**src/rtl/core/tvse_pkg.sv**
```systemverilog
// shared constants, codes and controller/datapath bundles of the tagged value stack engine
// no dependencies
package tvse_pkg;

  localparam int STACK_DEPTH = 256;
  localparam int ADDR_W      = $clog2(STACK_DEPTH);
  localparam int CNT_W       = $clog2(STACK_DEPTH + 1);

  localparam int MODE_W   = 3;
  localparam int IDX_W    = 9;
  localparam int SHIFT_W  = 10;
  localparam int TAG_W    = 3;
  localparam int PAY_W    = 64;
  localparam int STATUS_W = 2;
  localparam int DEPTH_W  = 9;

  // signed width that holds an index plus the live count
  localparam int ABS_W  = ((IDX_W > CNT_W) ? IDX_W : CNT_W) + 1;
  localparam int STEP_W = $clog2(SHIFT_W + 1);

  localparam logic signed [ABS_W-1:0] DEPTH_S = ABS_W'(STACK_DEPTH);

  localparam logic [MODE_W-1:0] MODE_PUSH    = 3'd0;
  localparam logic [MODE_W-1:0] MODE_POP     = 3'd1;
  localparam logic [MODE_W-1:0] MODE_GET     = 3'd2;
  localparam logic [MODE_W-1:0] MODE_SET     = 3'd3;
  localparam logic [MODE_W-1:0] MODE_ROTATE  = 3'd4;
  localparam logic [MODE_W-1:0] MODE_SET_TOP = 3'd5;

  localparam logic [TAG_W-1:0] TAG_NIL  = 3'd0;
  localparam logic [TAG_W-1:0] TAG_MAX  = 3'd4;
  localparam logic [TAG_W-1:0] TAG_NONE = 3'd5;

  localparam logic [STATUS_W-1:0] ST_OK        = 2'd0;
  localparam logic [STATUS_W-1:0] ST_OVERFLOW  = 2'd1;
  localparam logic [STATUS_W-1:0] ST_UNDERFLOW = 2'd2;
  localparam logic [STATUS_W-1:0] ST_BADINDEX  = 2'd3;

  // reversal passes of a rotate
  localparam int PHASE_W = 2;
  localparam logic [PHASE_W-1:0] PH_HEAD = 2'd0;
  localparam logic [PHASE_W-1:0] PH_TAIL = 2'd1;
  localparam logic [PHASE_W-1:0] PH_ALL  = 2'd2;

  typedef struct packed {
    logic [TAG_W-1:0] tag;
    logic [PAY_W-1:0] payload;
  } slot_t;

  typedef struct packed {
    logic                capture;
    logic                res_ld;
    logic [STATUS_W-1:0] res_status;
    logic                res_rd;
    logic                res_none;
    logic                push_wr;
    logic                pop;
    logic                get_rd;
    logic                set_wr;
    logic                fill_wr;
    logic                trunc;
    logic                mod_start;
    logic                m_load;
    logic                rng_load;
    logic [PHASE_W-1:0]  rng_sel;
    logic                rd_lo;
    logic                rd_hi;
    logic                hold;
    logic                wr_lo;
    logic                wr_hi;
    logic                out_load;
  } cmd_t;

  typedef struct packed {
    logic [MODE_W-1:0] mode;
    logic              full;
    logic              empty;
    logic              a_ok;
    logic              a_neg;
    logic              a_over;
    logic              fill_more;
    logic              shrink;
    logic              mod_done;
    logic              rng_more;
    logic              out_free;
  } sts_t;

endpackage

```
**src/rtl/core/tvse_ctrl.sv**
```systemverilog
// controller state machine: decodes a request and sequences the datapath
// depends on tvse_pkg
module tvse_ctrl (
  input  logic           clk_i,
  input  logic           rst_ni,
  input  logic           in_valid_i,
  input  tvse_pkg::sts_t sts_i,
  output logic           in_stall_o,
  output tvse_pkg::cmd_t cmd_o
);

  localparam logic [3:0] S_IDLE = 4'd0;
  localparam logic [3:0] S_DEC  = 4'd1;
  localparam logic [3:0] S_DONE = 4'd2;
  localparam logic [3:0] S_MOD  = 4'd3;
  localparam logic [3:0] S_RNG  = 4'd4;
  localparam logic [3:0] S_CHK  = 4'd5;
  localparam logic [3:0] S_SWA  = 4'd6;
  localparam logic [3:0] S_SWB  = 4'd7;
  localparam logic [3:0] S_SWC  = 4'd8;
  localparam logic [3:0] S_SWD  = 4'd9;
  localparam logic [3:0] S_FILL = 4'd10;

  logic [3:0]                   state_q;
  logic [3:0]                   state_d;
  logic [tvse_pkg::PHASE_W-1:0] phase_q;
  logic [tvse_pkg::PHASE_W-1:0] phase_d;

  always_comb begin
    state_d    = state_q;
    phase_d    = phase_q;
    cmd_o      = '0;
    in_stall_o = 1'b1;
    unique case (state_q)
      S_IDLE: begin
        in_stall_o = 1'b0;
        if (in_valid_i) begin
          cmd_o.capture = 1'b1;
          state_d       = S_DEC;
        end
      end
      S_DEC: begin
        cmd_o.res_ld     = 1'b1;
        cmd_o.res_status = tvse_pkg::ST_OK;
        state_d          = S_DONE;
        unique case (sts_i.mode)
          tvse_pkg::MODE_PUSH: begin
            if (sts_i.full) begin
              cmd_o.res_status = tvse_pkg::ST_OVERFLOW;
            end else begin
              cmd_o.push_wr = 1'b1;
            end
          end
          tvse_pkg::MODE_POP: begin
            if (sts_i.empty) begin
              cmd_o.res_status = tvse_pkg::ST_UNDERFLOW;
              cmd_o.res_none   = 1'b1;
            end else begin
              cmd_o.pop    = 1'b1;
              cmd_o.res_rd = 1'b1;
            end
          end
          tvse_pkg::MODE_GET: begin
            if (sts_i.a_ok) begin
              cmd_o.get_rd = 1'b1;
              cmd_o.res_rd = 1'b1;
            end
          end
          tvse_pkg::MODE_SET: begin
            if (sts_i.a_ok) begin
              cmd_o.set_wr = 1'b1;
            end else begin
              cmd_o.res_status = tvse_pkg::ST_BADINDEX;
            end
          end
          tvse_pkg::MODE_ROTATE: begin
            if (sts_i.a_ok) begin
              cmd_o.mod_start = 1'b1;
              state_d         = S_MOD;
            end else begin
              cmd_o.res_status = tvse_pkg::ST_BADINDEX;
            end
          end
          tvse_pkg::MODE_SET_TOP: begin
            if (sts_i.a_neg) begin
              cmd_o.res_status = tvse_pkg::ST_BADINDEX;
            end else if (sts_i.a_over) begin
              cmd_o.res_status = tvse_pkg::ST_OVERFLOW;
            end else if (sts_i.fill_more) begin
              state_d = S_FILL;
            end else if (sts_i.shrink) begin
              cmd_o.trunc = 1'b1;
            end
          end
          default: begin
          end
        endcase
      end
      S_DONE: begin
        if (sts_i.out_free) begin
          cmd_o.out_load = 1'b1;
          in_stall_o     = 1'b0;
          if (in_valid_i) begin
            cmd_o.capture = 1'b1;
            state_d       = S_DEC;
          end else begin
            state_d = S_IDLE;
          end
        end
      end
      S_MOD: begin
        if (sts_i.mod_done) begin
          cmd_o.m_load = 1'b1;
          phase_d      = tvse_pkg::PH_HEAD;
          state_d      = S_RNG;
        end
      end
      S_RNG: begin
        cmd_o.rng_load = 1'b1;
        cmd_o.rng_sel  = phase_q;
        state_d        = S_CHK;
      end
      S_CHK: begin
        if (sts_i.rng_more) begin
          state_d = S_SWA;
        end else begin
          unique case (phase_q)
            tvse_pkg::PH_HEAD: begin
              phase_d = tvse_pkg::PH_TAIL;
              state_d = S_RNG;
            end
            tvse_pkg::PH_TAIL: begin
              phase_d = tvse_pkg::PH_ALL;
              state_d = S_RNG;
            end
            default: begin
              state_d = S_DONE;
            end
          endcase
        end
      end
      S_SWA: begin
        cmd_o.rd_lo = 1'b1;
        state_d     = S_SWB;
      end
      S_SWB: begin
        cmd_o.rd_hi = 1'b1;
        cmd_o.hold  = 1'b1;
        state_d     = S_SWC;
      end
      S_SWC: begin
        cmd_o.wr_lo = 1'b1;
        state_d     = S_SWD;
      end
      S_SWD: begin
        cmd_o.wr_hi = 1'b1;
        state_d     = S_CHK;
      end
      S_FILL: begin
        if (sts_i.fill_more) begin
          cmd_o.fill_wr = 1'b1;
        end else begin
          state_d = S_DONE;
        end
      end
      default: begin
        state_d = S_IDLE;
      end
    endcase
  end

  always_ff @(posedge clk_i or negedge rst_ni) begin
    if (!rst_ni) begin
      state_q <= S_IDLE;
      phase_q <= tvse_pkg::PH_HEAD;
    end else begin
      state_q <= state_d;
      phase_q <= phase_d;
    end
  end

endmodule

```
**config.mk**
```make
export PLATFORM = sky130hd
export DESIGN_NAME = tvse_ctrl
export DESIGN_NICKNAME = d
export VERILOG_FILES = /design/src/rtl/core/tvse_pkg.sv /design/src/rtl/core/tvse_ctrl.sv
export SDC_FILE = /design/constraint.sdc
export NUM_CORES = 1
export LEC_CHECK = 0
export BUFFER_PORTS_ARGS = -buffer_cell sky130_fd_sc_hd__buf_2
export CORE_MARGIN = 3
export CORE_UTILIZATION = 45
export CTS_CLUSTER_SIZE = 40
export DETAILED_ROUTE_END_ITERATION = 16
export HOLD_SLACK_MARGIN = 0.15
export PLACE_DENSITY_LB_ADDON = 0.12
export SETUP_SLACK_MARGIN = 0.2
export SLEW_MARGIN = 10
export SYNTH_ARGS = -nofsm -noshare
export SYNTH_HDL_FRONTEND = slang
export SYNTH_SLANG_ARGS = --single-unit
```
**constraint.sdc**
```tcl
create_clock -name clk_i -period 4.5 [get_ports clk_i]
set_input_delay 0.9 -clock clk_i [delete_from_list [all_inputs] [get_ports clk_i]]
set_output_delay 0.9 -clock clk_i [all_outputs]
set_load 0.005 [all_outputs]
```
* Yosys cells after proc, flatten, opt, wreduce, memory -nomap -nowiden
Index checks and enable logic that the tools add are counted.
Storage, ports and cells: register bits 6, latch bits 0, RAM bits 0, bits in read-only memories 0, bits of input ports 16, output and inout bits 24, logic and storage cells 90, memories 0
Operators by class: add/subtract/negate cells 0, multiply operators 0, div/mod/pow operators 0, magnitude comparators 0, equality and inequality tests 22, shifts and indexed selects 0, muxes and demuxes 57, bitwise logic cells 0, reductions and logical operators 9
Operator list (count):
- $pmux W4 S10 | 1
- $mux W4 | 8
- $mux W1 | 31
- $eq A4 B3 Y1 const B | 4
- $mux W2 | 7
- $eq A4 B4 Y1 const B | 3
- $ne A2 B2 Y1 const B | 5
- $mux W9 | 1
- $eq A4 B2 Y1 const B | 2
- $pmux W2 S2 | 2
- $pmux W2 S4 | 1
- $pmux W4 S2 | 1
- $reduce_and A4 Y1 | 2
- $eq A3 B2 Y1 const B | 2
- $eq A3 B3 Y1 const B | 2
- $mux W3 | 2
- $pmux W1 S2 | 3
- $reduce_or A2 Y1 | 3
- $eq A4 B1 Y1 const B | 1
- $logic_not A4 Y1 | 1
- $eq A3 B1 Y1 const B | 1
- $logic_not A3 Y1 | 1
- $ne A3 B3 Y1 const B | 1
- $eq A2 B1 Y1 const B | 1
- 2 further kinds | 2

* Depth between registers and ports, before layout
Gate-level depths: netlist of run 1.
word-level depth 6, mapped depth 6, mapped depth without buffers 5

* Least setup slack after synthesis of run 1
OpenSTA, ideal clock, no wires.
kind input to output, from in sts_i[12] (netlist bit), to out cmd_o[11] (netlist bit), arrival time 1.724 ns, data required time 3.600 ns, setup slack 1.876 ns, cell stages on the path 4, buffers on the path 1, cells stage by stage clkbuf_1 > nor4b_1 > nand3_1 > nor3b_1
RTL lines:
- from (decl) | line tvse_ctrl.sv:7 | input tvse_pkg::sts_t sts_i,
- to (decl) | line tvse_ctrl.sv:9 | output tvse_pkg::cmd_t cmd_o

==> results of run 1 <==
routing by layer:
metal / vias up / GRT usage, %
met5: - / 0
met4: 0 / 1.66
met3: 2 / 2.30
met2: 43 / 35.8
met1: 405 / 24.9
li1: 444 / -
final cells by class:
cell class / count / area [um2]
fillers: 162 / 599
multi-input cells: 81 / 519
repair buffers: 39 / 195
flip-flops and latches: 6 / 150
inverters: 8 / 35.0
clock buffers: 3 / 22.5
well taps: 16 / 20.0
cell usage in the layout, fill, tap and decap left out, types with 2 or more instances in the layout:
| cell | count |
|---|---|
| mux2i_1 | 2 |
| nand3_1 | 2 |
| clkbuf_4 | 3 |
| nor4_1 | 2 |
| nor2_1 | 15 |
| nor2b_1 | 2 |
| a21oi_1 | 3 |
| nor3_1 | 6 |
| nand2_1 | 4 |
| buf_2 | 39 |
| nor3b_1 | 2 |
| nand3b_1 | 3 |
| inv_1 | 7 |
| a211oi_1 | 3 |
| nand2b_1 | 4 |
| o21ai_0 | 6 |
| o31ai_1 | 2 |
| o21a_1 | 2 |
| and2_1 | 2 |
| dfrtp_1 | 6 |
| a22oi_1 | 2 |
state kept, by name (all words and copies together), names as in the netlist:
register and count:
phase_q 2, state_q 4
per-stage QoR:
step           power (mW)  setup slack, ns  util [%]  cells
2_1_floorplan       0.341             1.88         -    104
3_3_place_gp        0.401             1.69      59.7    150
4_1_cts             0.457             1.35      61.1    153
6_report            0.457             1.37      61.1    153
3_5_place_dp        0.406             1.62      59.7    150
5_1_grt             0.501             1.23      61.1    153
power by group:
group	switching [mW]	internal (mW)	total, mW
combinational	0.138	0.125	0.263
sequential	0.0677	0.0765	0.144
clock	0.0200	0.0302	0.0502
worst paths after layout:
path                                     endpoint  slack [ns]  cells after the start
setup / recovery                        cmd_o[18]        1.37                      6
hold / removal             phase_q[0]$_DFFE_PN0P_        0.46                      1
setup reg to reg           state_q[0]$_DFFE_PN0P_        2.62                      4
hold reg to reg            phase_q[0]$_DFFE_PN0P_        0.59                      1
max in group asynchronous  state_q[1]$_DFFE_PN0P_        3.90                      1
min in group clk_i         phase_q[0]$_DFFE_PN0P_        0.59                      1
critical path: cells and delay by family, from the launching register on:
kind | cells | cell delay (ns)
AOI/OAI and AO/OA | 1 | 0.11
buffers and inverters | 2 | 0.21
DFF | 1 | 0.67
and+or+nand+nor | 3 | 1.00
cell families (layout without fill, tap and decap cells):
| family | Yosys count | in the layout | share of synthesized area (%) |
|---|---|---|---|
| mux | 3 | 3 | 4.13 |
| compound gates | 26 | 26 | 25.0 |
| flops | 6 | 6 | 19.8 |
| simple gates | 52 | 52 | 39.5 |
| buf+inv | 17 | 50 | 11.6 |
==> summary.md, run 1 <==
| Metric | Value |
|---|---|
| Placed Area | `around 920 um2` |
| Initial antenna violation count | `0` |
| DRT Wirelength | `around 2000 um` |
| Cell area after synthesis | `between 700 and 800 um2` |
| WL met3 | `~180 um` |
| Layout Skew | `0.00419 ns` |
| DR pass1 iterations | `7` |
| First-pass GRT wire length | `3220 um` |
| Residual DRC count | `0` |
| Final Cell Area | `942 um2` |
| Total number of yosys warnings | `0` |
| Top cells by area, synth | `dfrtp_1, nor2_1, nor3_1, o21ai_0, inv_1` |
| Cell Rows | `14` |
| I/O pins | `40` |
| Pwr per Cell Area | `485 mW/mm2` |
| M1 wire length | `a little over 900 um` |
| Max Cap Viol | `0` |
| TritonCTS buffer count | `3` |
| Slew @ Worst Pin | `between 0.5 and 0.6 ns` |
| Final hold violations | `0` |
| Die width | `~47 um` |
| Top Metal Used | `met4` |
| Async SR Flop Fraction | `between 90% and 100%` |
| Worst setup EP type | `output port` |
| Clock sinks | `6` |
| Vias in the first global route | `about 760` |
| Area growth, synth to finish | `24.5%` |
| CP Class | `reg -> out` |
| TritonCTS clock tree | `yes` |
| Total number of vias | `~900` |
| Core ar. | `roughly 0.0015 mm2` |
| Fin crit period | `3.13 ns` |
| Final TNS setup | `0 ns` |
| Die area | `roughly 0.0022 mm2` |
| Initial drt markers | `11` |
| Setup violators final | `0` |
| Reg2reg start | `state_q[0]$_DFFE_PN0P_` |
| Largest area contributor in the netlist | `dfrtp_1` |
| Crit. Startpoint | `state_q[0]$_DFFE_PN0P_` |
| Data required time of the critical path | `between 3 and 4 ns` |
| Yosys reg bits | `6` |
| CTS Buffer Depth | `2` |
| Largest net degree at the start of global routing | `20` |
| CTS HTree Levels | `1` |
| Setup Buffers After CTS | `0` |
| Post-CTS Hold Buffers | `0` |
| Worst VDD drop | `approximately 0.00024 V` |
| Syn_nets | `120` |
| Routed vias/inst | `5.84` |
| Clk_lat worst skew | `approximately 0.25 ns` |
| Layout cells sized above 1 | `between 30% and 40%` |
| Post-synth cell types | `42` |
| Top-count cell post-synth | `nor2_1` |
| Most common library cells after synthesis | `nor2_1, inv_1` |
| Final ANT Viol Nets | `0` |
| Worst Path Max Fanout | `19` |
| Dominant synthesized flop cell | `dfrtp_1` |
| Initial Util | `around half` |
| Wirelength per Cell | `13.3 um` |
| Max Clk Rate | `about 320 MHz` |
| IO Port Bufs | `39` |
| RSZ-0062 raised after global routing | `no` |
| Slew HR | `approximately 64%` |
| Mapped Cells | `~100` |
| Crit path DAT | `roughly 2.2 ns` |
| CP Cell Sequence | `or4b_4 -> clkinv_4 -> nand2_2 -> or3_4 -> o21bai_2 -> buf_2` |
| Hold_ws | `between 0.4 and 0.5 ns` |
| Period utilisation layout | `69.5%` |
| Met2 wire length | `937 um` |
| Max-slew violation count | `0` |
| Slowest stage cell on the critical path | `dfrtp_1` |
| Sequential area share after synthesis | `approximately a fifth` |
| Status | `finished clean` |
| Root Buffer | `clkbuf_4` |
| GRT Residual Overflow | `0` |
| Diodes inserted | `0` |
| # resized after CTS | `0` |
| RePlAce Congestion | `0.857` |
| Class of the most critical hold timing path | `in -> async` |
| CP peak stage delay | `about 0.67 ns` |
| Die span in y | `47.0 um` |
| Post-synth EDFFs | `0` |
| Worst Setup Start Kind | `register` |
| Pleak | `0.460 nW` |
| Post-synth top area share | `roughly a fifth` |
| Avg Inst Size Synth | `7.28 um2` |
| GRT Util Overall | `19.4%` |
| Fin nets | `155` |
| Clk slew on worst S/H paths | `0.05 ns` |
| Hpwl dp | `1610 um` |
(Power assumes the default switching activity.)
==> inputs of run 2 (changes only) <==
--- a/config.mk
+++ b/config.mk
@@ -5,9 +5,10 @@
 export SDC_FILE = /design/constraint.sdc
 export NUM_CORES = 1
 export LEC_CHECK = 0
+export ABC_AREA = 1
 export BUFFER_PORTS_ARGS = -buffer_cell sky130_fd_sc_hd__buf_2
 export CORE_MARGIN = 3
-export CORE_UTILIZATION = 45
+export CORE_UTILIZATION = 43
 export CTS_CLUSTER_SIZE = 40
 export DETAILED_ROUTE_END_ITERATION = 16
 export HOLD_SLACK_MARGIN = 0.15
==> constraint.sdc (replaced) <==
create_clock -name clk_i -period 2.99 [get_ports clk_i]
set_input_delay 0.598 -clock clk_i [delete_from_list [all_inputs] [get_ports clk_i]]
set_output_delay 0.598 -clock clk_i [all_outputs]
set_load 0.005 [all_outputs]
==> summary.md, run 2 <==
| Metric | Value |
|---|---|
| Setup violators final | `0 (unchanged)` |
| Largest family of logic cells by synthesized area | `simple AND/OR/NAND/NOR gates` |
| Worst Path Max Fanout | `5 (-14)` |
| Post-synth top area share | `21.5% (+1.6 points)` |
| TritonCTS clock tree | `yes` |
| Die area | `0.00215 mm2 (-2.9%)` |
| Largest Register | `state_q` |
| Max Cap Viol | `0 (unchanged)` |
| Data required time of the critical path | `2.39 ns (-1.21 ns)` |
| Diodes inserted | `0 (unchanged)` |
| Area growth, synth to finish | `31.1%` |
| Class of the most critical hold timing path | `in -> async` |
| Max-slew violation count | `0 (unchanged)` |
| Clk_lat worst skew | `0.24 ns (about the same)` |
| Final hold violations | `0 (unchanged)` |
| Total number of vias | `876 (-2.0%)` |
| First-pass GRT wire length | `3010 um (-6.6%)` |
| Worst Setup Start Kind | `input pin` |
| Post-synth cell types | `19 (-55%)` |
| Placed Area | `895 um2 (-2.7%)` |
| Worst VDD drop | `0.000379 V (+59%)` |
| Clk slew on worst S/H paths | `0.04 ns (about the same)` |
| RSZ-0062 raised after global routing | `no` |
| Fin crit period | `approximately 2.2 ns` |
| Most frequent cells in the layout | `buf_2, nand2_1, nor2_1, inv_1, nand3_1` |
| Die span in y | `46.3 um (-1.5%)` |
| Initial antenna violation count | `0 (unchanged)` |
| Most common library cells after synthesis | `nand2_1, nor2_1, inv_1` |
| GR Util met1 | `25.7% (+0.82 points)` |
| Core ar. | `0.00142 mm2 (-8.2%)` |
| Hpwl dp | `1630 um (+1.3%)` |
| Largest net degree at the start of global routing | `12 (-40%)` |
| TritonCTS buffer count | `3 (unchanged)` |
| DR pass1 iterations | `4 (-3)` |
| Period utilisation layout | `roughly three quarters` |
| Vias in the first global route | `752 (-0.79%)` |
| Initial Util | `49.4% (+0.32 points)` |
| Total number of yosys warnings | `0 (unchanged)` |
| Final Cell Area | `917 um2 (-2.7%)` |
| Residual DRC count | `0 (unchanged)` |
| Initial drt markers | `21 (+10)` |
| Post-synthesis adder-cell area fraction | `0% (unchanged)` |
| Slew @ Worst Pin | `0.445 ns (-0.0952 ns)` |
| Max Clk Rate | `456 MHz` |
| Post-Synth XOR/XNOR Area | `0% (unchanged)` |
| Simple-Gate Fraction of Synth Area | `54.9% (+15 points)` |
| Status | `finished clean` |
| CTS HTree Levels | `1 (unchanged)` |
| CTS Buffer Depth | `2 (unchanged)` |
| Met3 usage | `2.73% (+0.44 points)` |
| GRT Residual Overflow | `0 (unchanged)` |
| Post-CTS Hold Buffers | `0 (unchanged)` |
| I/O pins | `40 (unchanged)` |
| Top-count cell post-synth | `nand2_1` |
| Yosys reg bits | `6 (unchanged)` |
| Clock sinks | `6 (unchanged)` |
| RePlAce Congestion | `0.852 (-0.56%)` |
| Final ANT Viol Nets | `0 (unchanged)` |
| Avg Inst Size Synth | `5.60 um2 (-23%)` |
| Layout Skew | `0.00558 ns (+0.00139 ns)` |
| Setup Buffers After CTS | `0 (unchanged)` |
| GR met2 Demand/Resource | `30.5% (-5.3 points)` |
| Cell Rows | `13 (-1)` |
| Synth Area in Compound Gates | `7.51% (-17 points)` |
| Die width | `46.3 um (-1.5%)` |
| Crit path DAT | `1.60 ns (-0.63 ns)` |
| Mapped Cells | `125 (+20%)` |
| Max reg flops | `4 (unchanged)` |
| Gr busiest metal | `met2` |
| DRT Wirelength | `1870 um (-8.1%)` |
| Dominant synthesized flop cell | `dfrtp_1` |
| Sequential area share after synthesis | `21.5% (+1.6 points)` |
| Syn_nets | `141 (+18%)` |
| CP Class | `in -> out` |
| Mux cell area share after synthesis | `0% (-4.1 points)` |
| # resized after CTS | `0 (unchanged)` |
| Slew HR | `70.1% (+6.1 points)` |
| Fin nets | `183 (+18%)` |
| Pwr per Cell Area | `606 mW/mm2 (+25%)` |
| Routed vias/inst | `4.87 (-17%)` |
| Final TNS setup | `0 ns (unchanged)` |
| Wirelength per Cell | `10.4 um (-22%)` |
| Cell area after synthesis | `699 um2 (-7.6%)` |
| Layout cells sized above 1 | `33.3% (-3.9 points)` |
| Post-synth EDFFs | `0 (unchanged)` |
| Async SR Flop Fraction | `100% (unchanged)` |
| Pleak | `0.604 nW (+31%)` |
| GRT Util Overall | `19.3% (-0.095 points)` |
| Root Buffer | `clkbuf_4` |
| Largest area contributor in the netlist | `dfrtp_1` |
| Commonest non-fill, non-tap cell in the layout | `buf_2` |
| Worst setup EP type | `output port` |
| IO Port Bufs | `39 (unchanged)` |
| Top cells by area, synth | `dfrtp_1, nand2_1, nor2_1, inv_1, nand3_1` |
| Total power | `556 uW (+22%)` |
| Largest regs | `state_q: 4 flops, phase_q: 2 flops` |
-- run 2: cell type report --
| class | count | area [um2] |
|---|---|---|
| flip-flops and latches | 6 | 150 |
| clock buffers | 3 | 22.5 |
| inverters | 25 | 93.8 |
| repair buffers | 39 | 195 |
| fillers | 149 | 498 |
| well taps | 15 | 18.8 |
| multi-input cells | 92 | 437 |
-- run 2: path summary, 6_finish.rpt --
path	from	end	slack [ns]	cells past startpoint
max	sts_i[12]	cmd_o[11]	0.80	6
min	rst_ni	state_q[1]$_DFFE_PN0P_	0.17	1
max reg2reg	state_q[3]$_DFFE_PN0P_	state_q[2]$_DFFE_PN0P_	1.60	7
min reg2reg	phase_q[0]$_DFFE_PN0P_	phase_q[0]$_DFFE_PN0P_	0.53	2
max in group asynchronous	rst_ni	phase_q[1]$_DFFE_PN0P_	2.68	1
min in group clk_i	phase_q[0]$_DFFE_PN0P_	phase_q[0]$_DFFE_PN0P_	0.53	2
-- run 2: stage by stage --
| step | setup slack (ns) | utilization, % | instances | hold slack [ns] |
|---|---|---|---|---|
| after floorplan | 1.21 | - | 125 | 0.302 |
| after global placement | 0.886 | 63.2 | 177 | 0.421 |
| after detailed placement | 0.800 | 63.2 | 177 | 0.422 |
| after CTS | 0.796 | 64.8 | 180 | 0.166 |
| after global routing | 0.662 | 64.8 | 180 | 0.168 |
| final | 0.797 | 64.8 | 180 | 0.169 |
-- run 2: power by group --
part	total [mW]	leakage (nW)	switching (mW)	internal (mW)
sequential	0.140	0.0802	0.0340	0.106
combinational	0.346	0.510	0.224	0.123
clock	0.0695	0.0138	0.0245	0.0451
total	0.556	0.604	0.282	0.274
-- run 2: critical path, stage by stage --
cell	delay [ns]
buf_2	0.12
inv_2	0.06
nor3_1	0.39
nand2_1	0.13
nor4_2	0.15
buf_2	0.15
-- run 2: cells by family (layout without fill, tap and decap cells) --
kind of cell           Yosys count  after routing
AO/OA/AOI/OAI                    8              8
flip-flops                       6              6
AND/OR/NAND/NOR                 84             84
buffers and inverters           27             67
-- run 2: layer usage --
layer / wire [um] / vias up
met4: 24 / 0
met2: 860 / 25
met5: 0 / -
li1: - / 470
met3: 98 / 4
met1: 885 / 377
